**src/skl_pkg.sv**
```systemverilog
`timescale 1ns / 1ps

package skl_pkg;

  localparam int unsigned Depth   = 16;
  localparam int unsigned IdxW    = (Depth > 1) ? $clog2(Depth) : 1;
  localparam int unsigned CntW    = $clog2(Depth + 1);
  localparam int unsigned KeyW    = 8;
  localparam int unsigned HandleW = 8;
  localparam int unsigned StatW   = 2;
  localparam int unsigned PosW    = 5;

  typedef enum logic [1:0] {
    OpInsert = 2'd0,
    OpRemove = 2'd1,
    OpClear  = 2'd2,
    OpNop    = 2'd3
  } op_e;

  typedef enum logic [StatW-1:0] {
    StDone    = 2'd0,
    StFull    = 2'd1,
    StMissing = 2'd2
  } status_e;

  typedef struct packed {
    op_e                op;
    logic [KeyW-1:0]    key;
    logic [HandleW-1:0] handle;
  } skl_in_t;

  typedef struct packed {
    status_e         status;
    logic [PosW-1:0] position;
    logic [PosW-1:0] entry_count;
  } skl_out_t;

  typedef struct packed {
    logic               used;
    logic [KeyW-1:0]    key;
    logic [HandleW-1:0] handle;
  } skl_entry_t;

  // Command broadcast to every cell in the row.
  typedef struct packed {
    logic               insert_en;
    logic               remove_en;
    logic               clear_en;
    logic [KeyW-1:0]    key;
    logic [HandleW-1:0] handle;
  } skl_cmd_t;

  // What a cell hands to its upper neighbor.
  typedef struct packed {
    logic       le;
    logic       hit;
    skl_entry_t entry;
  } skl_link_t;

  typedef struct packed {
    logic ins;
    logic rem;
  } skl_mark_t;

endpackage

```
**src/skl_cell.sv**
```systemverilog
`timescale 1ns / 1ps

module skl_cell (
  input  logic                clk_i,
  input  logic                rst_ni,
  input  skl_pkg::skl_cmd_t   cmd_i,
  input  skl_pkg::skl_link_t  prev_i,
  input  skl_pkg::skl_entry_t next_entry_i,
  output skl_pkg::skl_link_t  link_o,
  output skl_pkg::skl_mark_t  mark_o
);

  skl_pkg::skl_entry_t entry_q, entry_d;
  logic le, match;

  assign le    = entry_q.used && (entry_q.key <= cmd_i.key);
  assign match = entry_q.used && (entry_q.key == cmd_i.key) &&
                 (entry_q.handle == cmd_i.handle);

  always_comb begin
    entry_d = entry_q;
    if (cmd_i.clear_en) begin
      entry_d = '0;
    end else if (cmd_i.insert_en) begin
      // The list is sorted, so le cells form a prefix; the first cell past it takes
      // the new entry and every cell above takes its lower neighbor.
      if (le) begin
        entry_d = entry_q;
      end else if (prev_i.le) begin
        entry_d.used   = 1'b1;
        entry_d.key    = cmd_i.key;
        entry_d.handle = cmd_i.handle;
      end else begin
        entry_d = prev_i.entry;
      end
    end else if (cmd_i.remove_en && (prev_i.hit || match)) begin
      entry_d = next_entry_i;
    end
  end

  always_ff @(posedge clk_i or negedge rst_ni) begin
    if (!rst_ni) begin
      entry_q <= '0;
    end else begin
      entry_q <= entry_d;
    end
  end

  assign link_o.le    = le;
  assign link_o.hit   = prev_i.hit || match;
  assign link_o.entry = entry_q;

  assign mark_o.ins = !le && prev_i.le;
  assign mark_o.rem = match && !prev_i.hit;

endmodule

```
**src/sorted_key_list_engine_core.sv**
```systemverilog
`timescale 1ns / 1ps
// A result beat is valid in the cycle after its input beat is accepted.
// Throughput: one beat per cycle while the input is not stalled; every cell of the row compares and shifts in
// the same cycle, and a registered output stage holds the result.
// Input stalls only while a result waits and the output is stalled.
// Reset (rst_ni low, asynchronous) empties the list and drops any pending result.

module sorted_key_list_engine_core (
  input  logic              clk_i,
  input  logic              rst_ni,
  input  logic              in_valid_i,
  output logic              in_stall_o,
  input  skl_pkg::skl_in_t  in_data_i,
  output logic              out_valid_o,
  input  logic              out_stall_i,
  output skl_pkg::skl_out_t out_data_o
);

  localparam int unsigned Depth = skl_pkg::Depth;
  localparam int unsigned IdxW  = skl_pkg::IdxW;
  localparam int unsigned CntW  = skl_pkg::CntW;

  logic                    accept;
  logic                    full;
  logic                    found;
  logic [CntW-1:0]         count_q, count_d;
  logic                    out_valid_q;
  skl_pkg::skl_out_t       out_q, result;
  skl_pkg::skl_cmd_t       cmd;
  skl_pkg::skl_link_t      head;
  skl_pkg::skl_link_t      link [Depth];
  skl_pkg::skl_mark_t      mark [Depth];
  logic [Depth-1:0]        used_vec;
  logic [IdxW-1:0]         ins_idx, rem_idx;

  assign in_stall_o = out_valid_q && out_stall_i;
  assign accept     = in_valid_i && !in_stall_o;
  assign full       = (count_q == CntW'(Depth));

  assign cmd.insert_en = accept && (in_data_i.op == skl_pkg::OpInsert) && !full;
  assign cmd.remove_en = accept && (in_data_i.op == skl_pkg::OpRemove);
  assign cmd.clear_en  = accept && (in_data_i.op == skl_pkg::OpClear);
  assign cmd.key       = in_data_i.key;
  assign cmd.handle    = in_data_i.handle;

  // Below slot 0 everything counts as ordered before the new key.
  assign head.le    = 1'b1;
  assign head.hit   = 1'b0;
  assign head.entry = '0;

  for (genvar i = 0; i < Depth; i++) begin : g_cell
    skl_pkg::skl_link_t  prev;
    skl_pkg::skl_entry_t next_entry;

    if (i == 0) begin : g_first
      assign prev = head;
    end else begin : g_mid
      assign prev = link[i-1];
    end

    if (i == Depth - 1) begin : g_last
      assign next_entry = '0;
    end else begin : g_inner
      assign next_entry = link[i+1].entry;
    end

    skl_cell u_cell (
      .clk_i        (clk_i),
      .rst_ni       (rst_ni),
      .cmd_i        (cmd),
      .prev_i       (prev),
      .next_entry_i (next_entry),
      .link_o       (link[i]),
      .mark_o       (mark[i])
    );

    assign used_vec[i] = link[i].entry.used;
  end

  assign found = link[Depth-1].hit;

  always_comb begin
    ins_idx = '0;
    rem_idx = '0;
    for (int i = 0; i < Depth; i++) begin
      if (mark[i].ins) begin
        ins_idx = ins_idx | IdxW'(i);
      end
      if (mark[i].rem) begin
        rem_idx = rem_idx | IdxW'(i);
      end
    end
  end

  always_comb begin
    count_d = count_q;
    if (cmd.clear_en) begin
      count_d = '0;
    end else if (cmd.insert_en) begin
      count_d = count_q + CntW'(1);
    end else if (cmd.remove_en && found) begin
      count_d = count_q - CntW'(1);
    end
  end

  always_comb begin
    result.status   = skl_pkg::StDone;
    result.position = '0;
    unique case (in_data_i.op)
      skl_pkg::OpInsert: begin
        if (full) begin
          result.status = skl_pkg::StFull;
        end else begin
          result.position = skl_pkg::PosW'(ins_idx);
        end
      end
      skl_pkg::OpRemove: begin
        if (found) begin
          result.position = skl_pkg::PosW'(rem_idx);
        end else begin
          result.status = skl_pkg::StMissing;
        end
      end
      default: begin
        result.status = skl_pkg::StDone;
      end
    endcase
    result.entry_count = skl_pkg::PosW'(count_d);
  end

  always_ff @(posedge clk_i or negedge rst_ni) begin
    if (!rst_ni) begin
      count_q     <= '0;
      out_valid_q <= 1'b0;
    end else begin
      count_q <= count_d;
      if (accept) begin
        out_valid_q <= 1'b1;
      end else if (!out_stall_i) begin
        out_valid_q <= 1'b0;
      end
    end
  end

  always_ff @(posedge clk_i) begin
    if (accept) begin
      out_q <= result;
    end
  end

  assign out_valid_o = out_valid_q;
  assign out_data_o  = out_q;

`ifndef SYNTHESIS
  a_count_bound: assert property (@(posedge clk_i) disable iff (!rst_ni)
    count_q <= CntW'(Depth))
    else $error("entry count above depth");

  a_packed: assert property (@(posedge clk_i) disable iff (!rst_ni)
    $countones(used_vec) == int'(count_q))
    else $error("used slots disagree with entry count");

  a_insert_grows: assert property (@(posedge clk_i) disable iff (!rst_ni)
    cmd.insert_en |=> count_q == $past(count_q) + CntW'(1))
    else $error("insert did not grow the list");

  a_full_status: assert property (@(posedge clk_i) disable iff (!rst_ni)
    (out_valid_o && out_data_o.status == skl_pkg::StFull) |->
      out_data_o.entry_count == skl_pkg::PosW'(Depth))
    else $error("full status on a list that is not full");
`endif

endmodule
```
**config.mk**
```make
export PLATFORM = sky130hd
export DESIGN_NAME = sorted_key_list_engine_core
export DESIGN_NICKNAME = d
export VERILOG_FILES = /design/src/skl_pkg.sv /design/src/skl_cell.sv /design/src/sorted_key_list_engine_core.sv
export SDC_FILE = /design/constraint.sdc
export NUM_CORES = 1
export LEC_CHECK = 0
export BUFFER_PORTS_ARGS = -buffer_cell sky130_fd_sc_hd__buf_2
export CAP_MARGIN = 20
export CORE_UTILIZATION = 50
export CTS_CLUSTER_SIZE = 24
export DETAILED_ROUTE_END_ITERATION = 6
export HOLD_SLACK_MARGIN = 0.06
export PLACE_DENSITY_LB_ADDON = 0.05
export SLEW_MARGIN = 20
export SYNTH_ARGS = -nofsm -noshare
export SYNTH_HDL_FRONTEND = slang
export SYNTH_HIERARCHICAL = 1
export SYNTH_SLANG_ARGS = --single-unit
```
**constraint.sdc**
```tcl
create_clock -name clk_i -period 8.3 [get_ports clk_i]
set_clock_uncertainty 0.2 [all_clocks]
set_input_delay 0.83 -clock clk_i [delete_from_list [all_inputs] [get_ports clk_i]]
set_output_delay 0.83 -clock clk_i [all_outputs]
set_load 0.02 [all_outputs]
```
# After elaboration in Yosys (flattened, before gate mapping)
# Cells that the tools add are included.
# W data, S select, Z words.
[classes]
add_sub_neg = 2
order_cmp = 16
n_eq_ne = 52
n_mux = 120
n_reduce_logical = 180
[ops]
columns = ["op", "n"]
rows = [
  ["$mux W17", 79],
  ["$eq A8 B8 Y1", 32],
  ["$le A8 B8 Y1", 16],
  ["$logic_and A1 B1 Y1", 100],
  ["$mux W4", 18],
  ["$ne A3 B3 Y1 const B", 16],
  ["$reduce_bool A3 Y1", 16],
  ["$logic_not A1 Y1", 32],
  ["$reduce_and A2 Y1", 16],
  ["$mux W3", 8],
  ["$logic_or A1 B1 Y1", 15],
  ["$mux W5", 3],
  ["$mux W2", 5],
  ["$pmux W5 S2", 1],
  ["$add A5 B1 Y5 const B", 1],
  ["$eq A5 B5 Y1 const B", 1],
  ["$mux W1", 5],
  ["$sub A5 B1 Y5 const B", 1],
  ["$pmux W2 S2", 1],
  ["$eq A2 B1 Y1 const B", 1],
  ["$eq A2 B2 Y1 const B", 1],
  ["$logic_not A2 Y1", 1],
  ["$ne A2 B1 Y1 const B", 1],
]
[totals]
regBits = 290
input_bits = 22
output_inout_bits = 14
wordCells = 423

# Logic depth before layout (Yosys ltp)
# Gate-level depths: netlist of run 1.
[depth]
ltp_word = 22
depth_mapped = 25
mapped_depth_nobuf = 25

# Modules after synthesis
# Netlist of run 1, hierarchy kept.
[modules_own_cells]
columns = ["module", "instances", "cells_per_inst", "area_each_um2", "seq_area_each_um2"]
rows = [
  ["skl_cell", 16, 142, 1428.9, 425.4],
  ["sorted_key_list_engine_core", 1, 96, 1002.2, 480.5],
]

# Least setup slack after synthesis of run 1
# Ideal clock, no wire load.
[synth_timing]
kind = "input to register"
from = "input port in_data_i[15] (netlist bit)"
to = "register out_q (netlist bit out_data_o[4]) (data pin)"
setup_ps = 262
arrival_ps = 5989
required_ps = 7838
setup_slack_ps = 1849
path_stages = 25
n_path_buf = 0
path_cell_list = "inv_1 ha_1 nand4_1 nor2_1 nand4_1 or2b_1 or2b_1 or2b_1 or2b_1 or2b_1 or2b_1 or2b_1 or2b_1 or2b_1 or2b_1 or2b_1 or2b_1 or2b_1 or2b_1 or2b_1 or2b_1 and3b_1 a32oi_1 nor3_1 nand2b_1"
[synth_lines]
columns = ["element", "line_no", "source"]
rows = [
  ["start: declaration", "sorted_key_list_engine_core.sv:13", "input skl_pkg::skl_in_t in_data_i,"],
  ["end signal: assignment", "sorted_key_list_engine_core.sv:147", "out_q <= result;"],
  ["end: declaration", "sorted_key_list_engine_core.sv:28", "skl_pkg::skl_out_t out_q, result;"],
]

==> run summary, run 1 <==
DR WL/cell - 23.4 µm
1st-pass router iterations - 7
Violated checks - DRC
Clk pwr share - 20.1%
Multi-input gate area - 15200 µm²
CTS tree - yes
Flop pwr share - 33.0%
Slew @ Worst Pin - 1220 ps
DP Wirelength - 47400 µm
Util after Layout - 55.0%
Post-route cell area - 25700 µm²
Syn Inst Count - 2365
Critical path launch point type - primary input
Worst Hold Class - primary input to flip-flop
Max FO, Critical Path - 14
Die footprint - 48600 µm²
Global-route wire length before repair - 110000 µm
Starting DRT DRC Count - 1213
VDD IR max - 0.233 mV
Hold path depth - 2
Switching Power - 3.74 mW
Crit path kind - primary input to flip-flop
Core area - 46800 µm²
Post-CTS Setup Bufs - 0
All-Layer GR Usage - 29.1%
Worst setup EP type - flip-flop
Critical Path RT - 8410 ps
Unrepaired setup endpoints after global routing - no
Fill cells - 4279
Initial Util - 51.0%
Worst slack, placed - 951 ps
Data arrival, critical path - 6930 ps
Logic pwr share - 46.9%
Detail Route Antenna Nets - 0
Residual DRC count - 1
WL met2 - 33200 µm
Number of vias per cell - 6.07
Clock transition at the registers of the reported paths - 60 ps
TritonCTS Sinks - 289
Die width - 220 µm
Sw frac - 41.0%
F_max - 147 MHz
Vias - 18.2k
Post-route setup slack - 1480 ps
Row Count - 79
Vias in the first global route - 18.4k
R2R Setup Slk - 1700 ps
Yosys warns - 6
Placed cell area - 24300 µm²
Overflow after GRT - 0
Largest net degree at the start of global routing - 224
Pins Over Slew Limit - 0
Pwr per Cell Area - 354 nW/µm²
# setup viols final - 0
Initial antenna violation count - 0
Top sig layer - met4
Status - finished, violations left
Clk_lat worst skew - 570 ps
CTS Buf Count - 39
Worst hold slack - 312 ps
R2R depth - 24
Maxcap violations - 0
Internal Power - 5.37 mW
Die height - 220 µm
Reg area - 7290 µm²
H-tree depth - 2
Fin. Hold Viols - 0
Fin crit share - 82.1%
Met1 WL - 31700 µm
Slew headroom - 18.4%
Mapped Area - 23800 µm²
Routability congestion estimate - 0.856
Final min period - 6820 ps
Avg Inst Size Synth - 10.1 µm²
I/O Buffers - 34
Ant diodes - 0
Lkg Pwr - 11.2 nW
Clk buf depth - 3
Dpl cells - 2925
TNS Setup - 0 ps
Root buffer cell - clkbuf_16
Final Power - 9.11 mW
IO Count - 36
Routed wl met3 - 2560 µm
Share of post-route cells with drive strength above 1 - 19.7%
Nets - 2513
Finished Layout Cells - 2997
Post-Route WL - 70100 µm
Layout area overhead - 7.93%
## metal layers
metal / vias to the layer above / global-route usage [%]
met3: 127 / 3.56
li1: 8546 / -
met1: 9152 / 38.6
met5: - / 0
met2: 368 / 48.2
met4: 0 / 11.6
## critical path, cell delays in order
cell and delay (ps):
buf_2 270, inv_1 80, ha_1 340, nand4_1 180
nor2_1 100, nand4_1 180, or2b_1 280, or2b_1 250
or2b_1 260, or2b_1 260, or2b_1 260, or2b_1 260
or2b_1 260, or2b_1 260, or2b_1 260, or2b_1 260
or2b_1 250, or2b_1 260, or2b_1 260, or2b_1 260
or2b_1 270, or2b_1 280, and3b_1 260, a32oi_1 250
nor3_1 80, nand2b_1 170
## sequential cells by signal (all words and copies together), names as in the netlist
name,count
out_valid_o,1
out_data_o,11
g_cell.u_cell/link_o,272
count_q,5
## path summary, 6_finish.rpt
path                                                   from                            to
worst min register to register   g_cell[0].u_cell/link_o[9]    g_cell[0].u_cell/link_o[9]
worst min-delay path                             in_valid_i                   out_valid_o
max in group asynchronous                            rst_ni   g_cell[1].u_cell/link_o[16]
worst max register to register  g_cell[0].u_cell/link_o[11]                 out_data_o[4]
min in group asynchronous                            rst_ni  g_cell[12].u_cell/link_o[15]
worst max-delay path                          in_data_i[11]                 out_data_o[4]
## power groups by stage
stage | clock network, mW | logic, mW | registers [mW]
after floorplan | 0 | 3.50 | 2.65
after global placement | 0 | 4.14 | 3.01
after CTS | 1.87 | 4.27 | 3.01
final | 1.83 | 4.27 | 3.01
after detailed placement | 0 | 4.26 | 3.02
after global routing | 1.91 | 4.69 | 3.10
## final cells by class
type | count | area share, %
Clock buffer | 58 | 4.58
Sequential cell | 289 | 28.3
Multi-Input combinational cell | 1801 | 58.9
Tap cell | 607 | 2.95
Timing Repair Buffer | 82 | 2.33
Clock inverter | 12 | 0.724
Inverter | 148 | 2.19
## placed cells by master, fill, tap and decap left out, drive strengths merged, types with 18 or more instances in the layout
master,count
inv,148
conb,38
buf,81
a211oi,256
o211ai,34
a31oi,18
mux2i,273
nand4,48
o21ai,19
xor2,128
nand2,54
nor2,328
nor4,36
a21oi,68
ha,130
mux2,256
clkbuf,58
dfrtp,278
nor2b,31
## repair_timing
action | in CTS | in global routing
hold buffers | 0 | 1
hold endpoints to repair | 0 | 43
gates resized for setup | 0 | 0
(Power assumes the default switching activity.)
==> run 2: changes to the inputs <==
clock period = 7.1 ns   (was 8.3 ns; I/O delays follow)
==> run summary, run 2 (synthesis results as in run 1) <==
Status - finished, violations left
Violated checks - DRC
Unrepaired setup endpoints after global routing - no
R2R Setup Slk - 510 ps (-1190 ps)
Starting DRT DRC Count - 1300 (+7.2%)
Share of post-route cells with drive strength above 1 - 20.1% (+0.40 points)
TritonCTS Sinks - 289 (unchanged)
R2R depth - 24 (unchanged)
Post-Route WL - 72500 µm (+3.3%)
Final min period - 6590 ps
Dpl cells - 2941 (+0.55%)
CTS Buf Count - 38 (-2.6%)
Global-route wire length before repair - 112000 µm (+2.6%)
Cell chain of the critical path - ha_1 > nand4_1 > nor2_1 > nand4_1 > or2b_1 > or2b_1 > or2b_1 > or2b_1 > or2b_1 > or2b_1 > or2b_1 > or2b_1 > or2b_1 > or2b_1 > or2b_1 > or2b_1 > or2b_1 > or2b_1 > or2b_1 > or2b_1 > and3b_1 > a32oi_1 > nor3_1 > nand2b_1
Maxcap violations - 0 (unchanged)
Hold path depth - 2 (unchanged)
F_max - 152 MHz
Initial antenna violation count - 1 (+1)
Number of vias per cell - 6.11 (+0.58%)
Routability congestion estimate - 0.867 (+1.3%)
I/O Buffers - 34 (unchanged)
Row Count - 79 (unchanged)
Fin. Hold Viols - 0 (unchanged)
Max FFs per register - 272 (unchanged)
CP max-delay cell - dfrtp_1
Fill cells - 4160 (-2.8%)
Reg2Reg Capture Point - out_data_o[4]
Post-CTS Hold Buffers - 1 (+1)
Slew @ Worst Pin - 1070 ps (-157 ps)
Vias in the first global route - 18.5k (+0.49%)
Final Power - 10.6 mW (+16%)
Data arrival, critical path - 6690 ps (-240 ps)
Die height - 220 µm (unchanged)
Vias - 18.4k (+0.98%)
Clk buf depth - 3 (unchanged)
Commonest non-fill, non-tap cell in the layout - nor2_1
Most frequent cells in the layout - nor2_1 (326), dfrtp_1 (278), mux2i_1 (273)
Detail Route Antenna Nets - 0 (unchanged)
Cell repeated most along the worst path - or2b_1
Nets - 2527 (+0.56%)
WHS Endpoint - out_valid_o
# setup viols final - 0 (unchanged)
Post-CTS Setup Bufs - 0 (unchanged)
Worst hold slack - 197 ps (-116 ps)
Pins Over Slew Limit - 0 (unchanged)
Critical path launch point type - flip-flop
Slew headroom - 28.9% (+10 points)
Initial Util - 51.0% (unchanged)
Crit path kind - flip-flop to flip-flop
Post-CTS sizing - 0 (unchanged)
Pwr per Cell Area - 412 nW/µm² (+16%)
Worst Hold Class - primary input to flip-flop
Met1 Use GR - 42.0% (+3.4 points)
Fin crit share - 92.8%
DP Wirelength - 49100 µm (+3.7%)
DR WL/cell - 24.1 µm (+2.9%)
Worst setup EP type - flip-flop
IO Count - 36 (unchanged)
Global-route layer with the greatest usage - met2
Hold path start - in_valid_i
Root buffer cell - clkbuf_16
Max FO, Critical Path - 4 (-10)
Finished Layout Cells - 3009 (+0.40%)
CTS tree - yes
Largest net degree at the start of global routing - 203 (-9.4%)
Core area - 46800 µm² (unchanged)
Residual DRC count - 1 (unchanged)
VDD IR max - 0.215 mV (-7.8%)
H-tree depth - 2 (unchanged)
Clk_lat worst skew - 560 ps (about the same)
Buffers plus inverters on the worst setup path - 0 (-2)
Layout area overhead - 7.92% (about the same)
Top delay family on crit path - simple AND/OR/NAND/NOR gates
Overflow after GRT - 0 (unchanged)
Die footprint - 48600 µm² (unchanged)
Lkg Pwr - 11.2 nW (+0.18%)
Critical R2R Launch - g_cell[0].u_cell/link_o[10]
Met2 Usage GRT - 49.3% (+1.1 points)
TNS Setup - 0 ps (unchanged)
Met3 usage - 2.65% (-0.91 points)
1st-pass router iterations - 7 (unchanged)
Max stage delay on crit path - 460 ps (+120 ps)
Ant diodes - 0 (unchanged)
Die width - 220 µm (unchanged)
Clock transition at the registers of the reported paths - 50 ps (about the same)
Critical Path RT - 7200 ps (-1210 ps)
All-Layer GR Usage - 30.2% (+1.0 points)
## run 2: final cells by class
cell class,instances,area [µm²],share of cell area [%]
Multi-Input combinational cell,1801,15200,58.9
Sequential cell,289,7290,28.3
Tap cell,607,759,2.95
Inverter,148,563,2.19
Clock buffer,54,1130,4.41
Timing Repair Buffer,97,693,2.69
Clock inverter,13,136,0.530
## run 2: through the flow
| stage | util, % | worst slack [ps] | area (µm²) |
|---|---|---|---|
| detailed placement | 52.3 | 30.1 | 24500 |
| global route | 55.0 | 258 | 25700 |
| CTS | 55.0 | 579 | 25700 |
| finish | 55.0 | 510 | 25700 |
| floorplan | - | 791 | 24000 |
| global placement | 52.3 | 155 | 24500 |
## run 2: how the worst max path moves through the flow
stage	depth (start not counted)	start	endpoint	slack [ps]
2_1_floorplan	25	in_data_i[15]	out_data_o[4]	790
3_3_place_gp	26	in_data_i[15]	out_data_o[4]	150
3_5_place_dp	26	in_data_i[15]	out_data_o[4]	30
4_1_cts	24	g_cell[0].u_cell/link_o[10]	out_data_o[4]	580
5_1_grt	24	g_cell[0].u_cell/link_o[10]	out_data_o[4]	260
6_report	24	g_cell[0].u_cell/link_o[10]	out_data_o[4]	510
## run 2: worst register-to-register path: cells and delay by family (launching register included)
family,cells,cell delay [ps]
adder cells (fa/ha/maj),1,330
AO/OA/AOI/OAI,1,220
AND/OR/NAND/NOR,22,5120
flip-flops,1,460
## run 2: power by group
| group | switching [mW] | internal [mW] |
|---|---|---|
| combinational | 2.51 | 2.53 |
| sequential | 1.12 | 2.42 |
| clock | 0.786 | 1.22 |
| total | 4.42 | 6.17 |
## run 2: layer usage
metal | vias up | wire, µm
met5 | - | 0
met4 | 0 | 2100
met3 | 109 | 2230
met2 | 357 | 34000
met1 | 9329 | 34200
li1 | 8576 | -
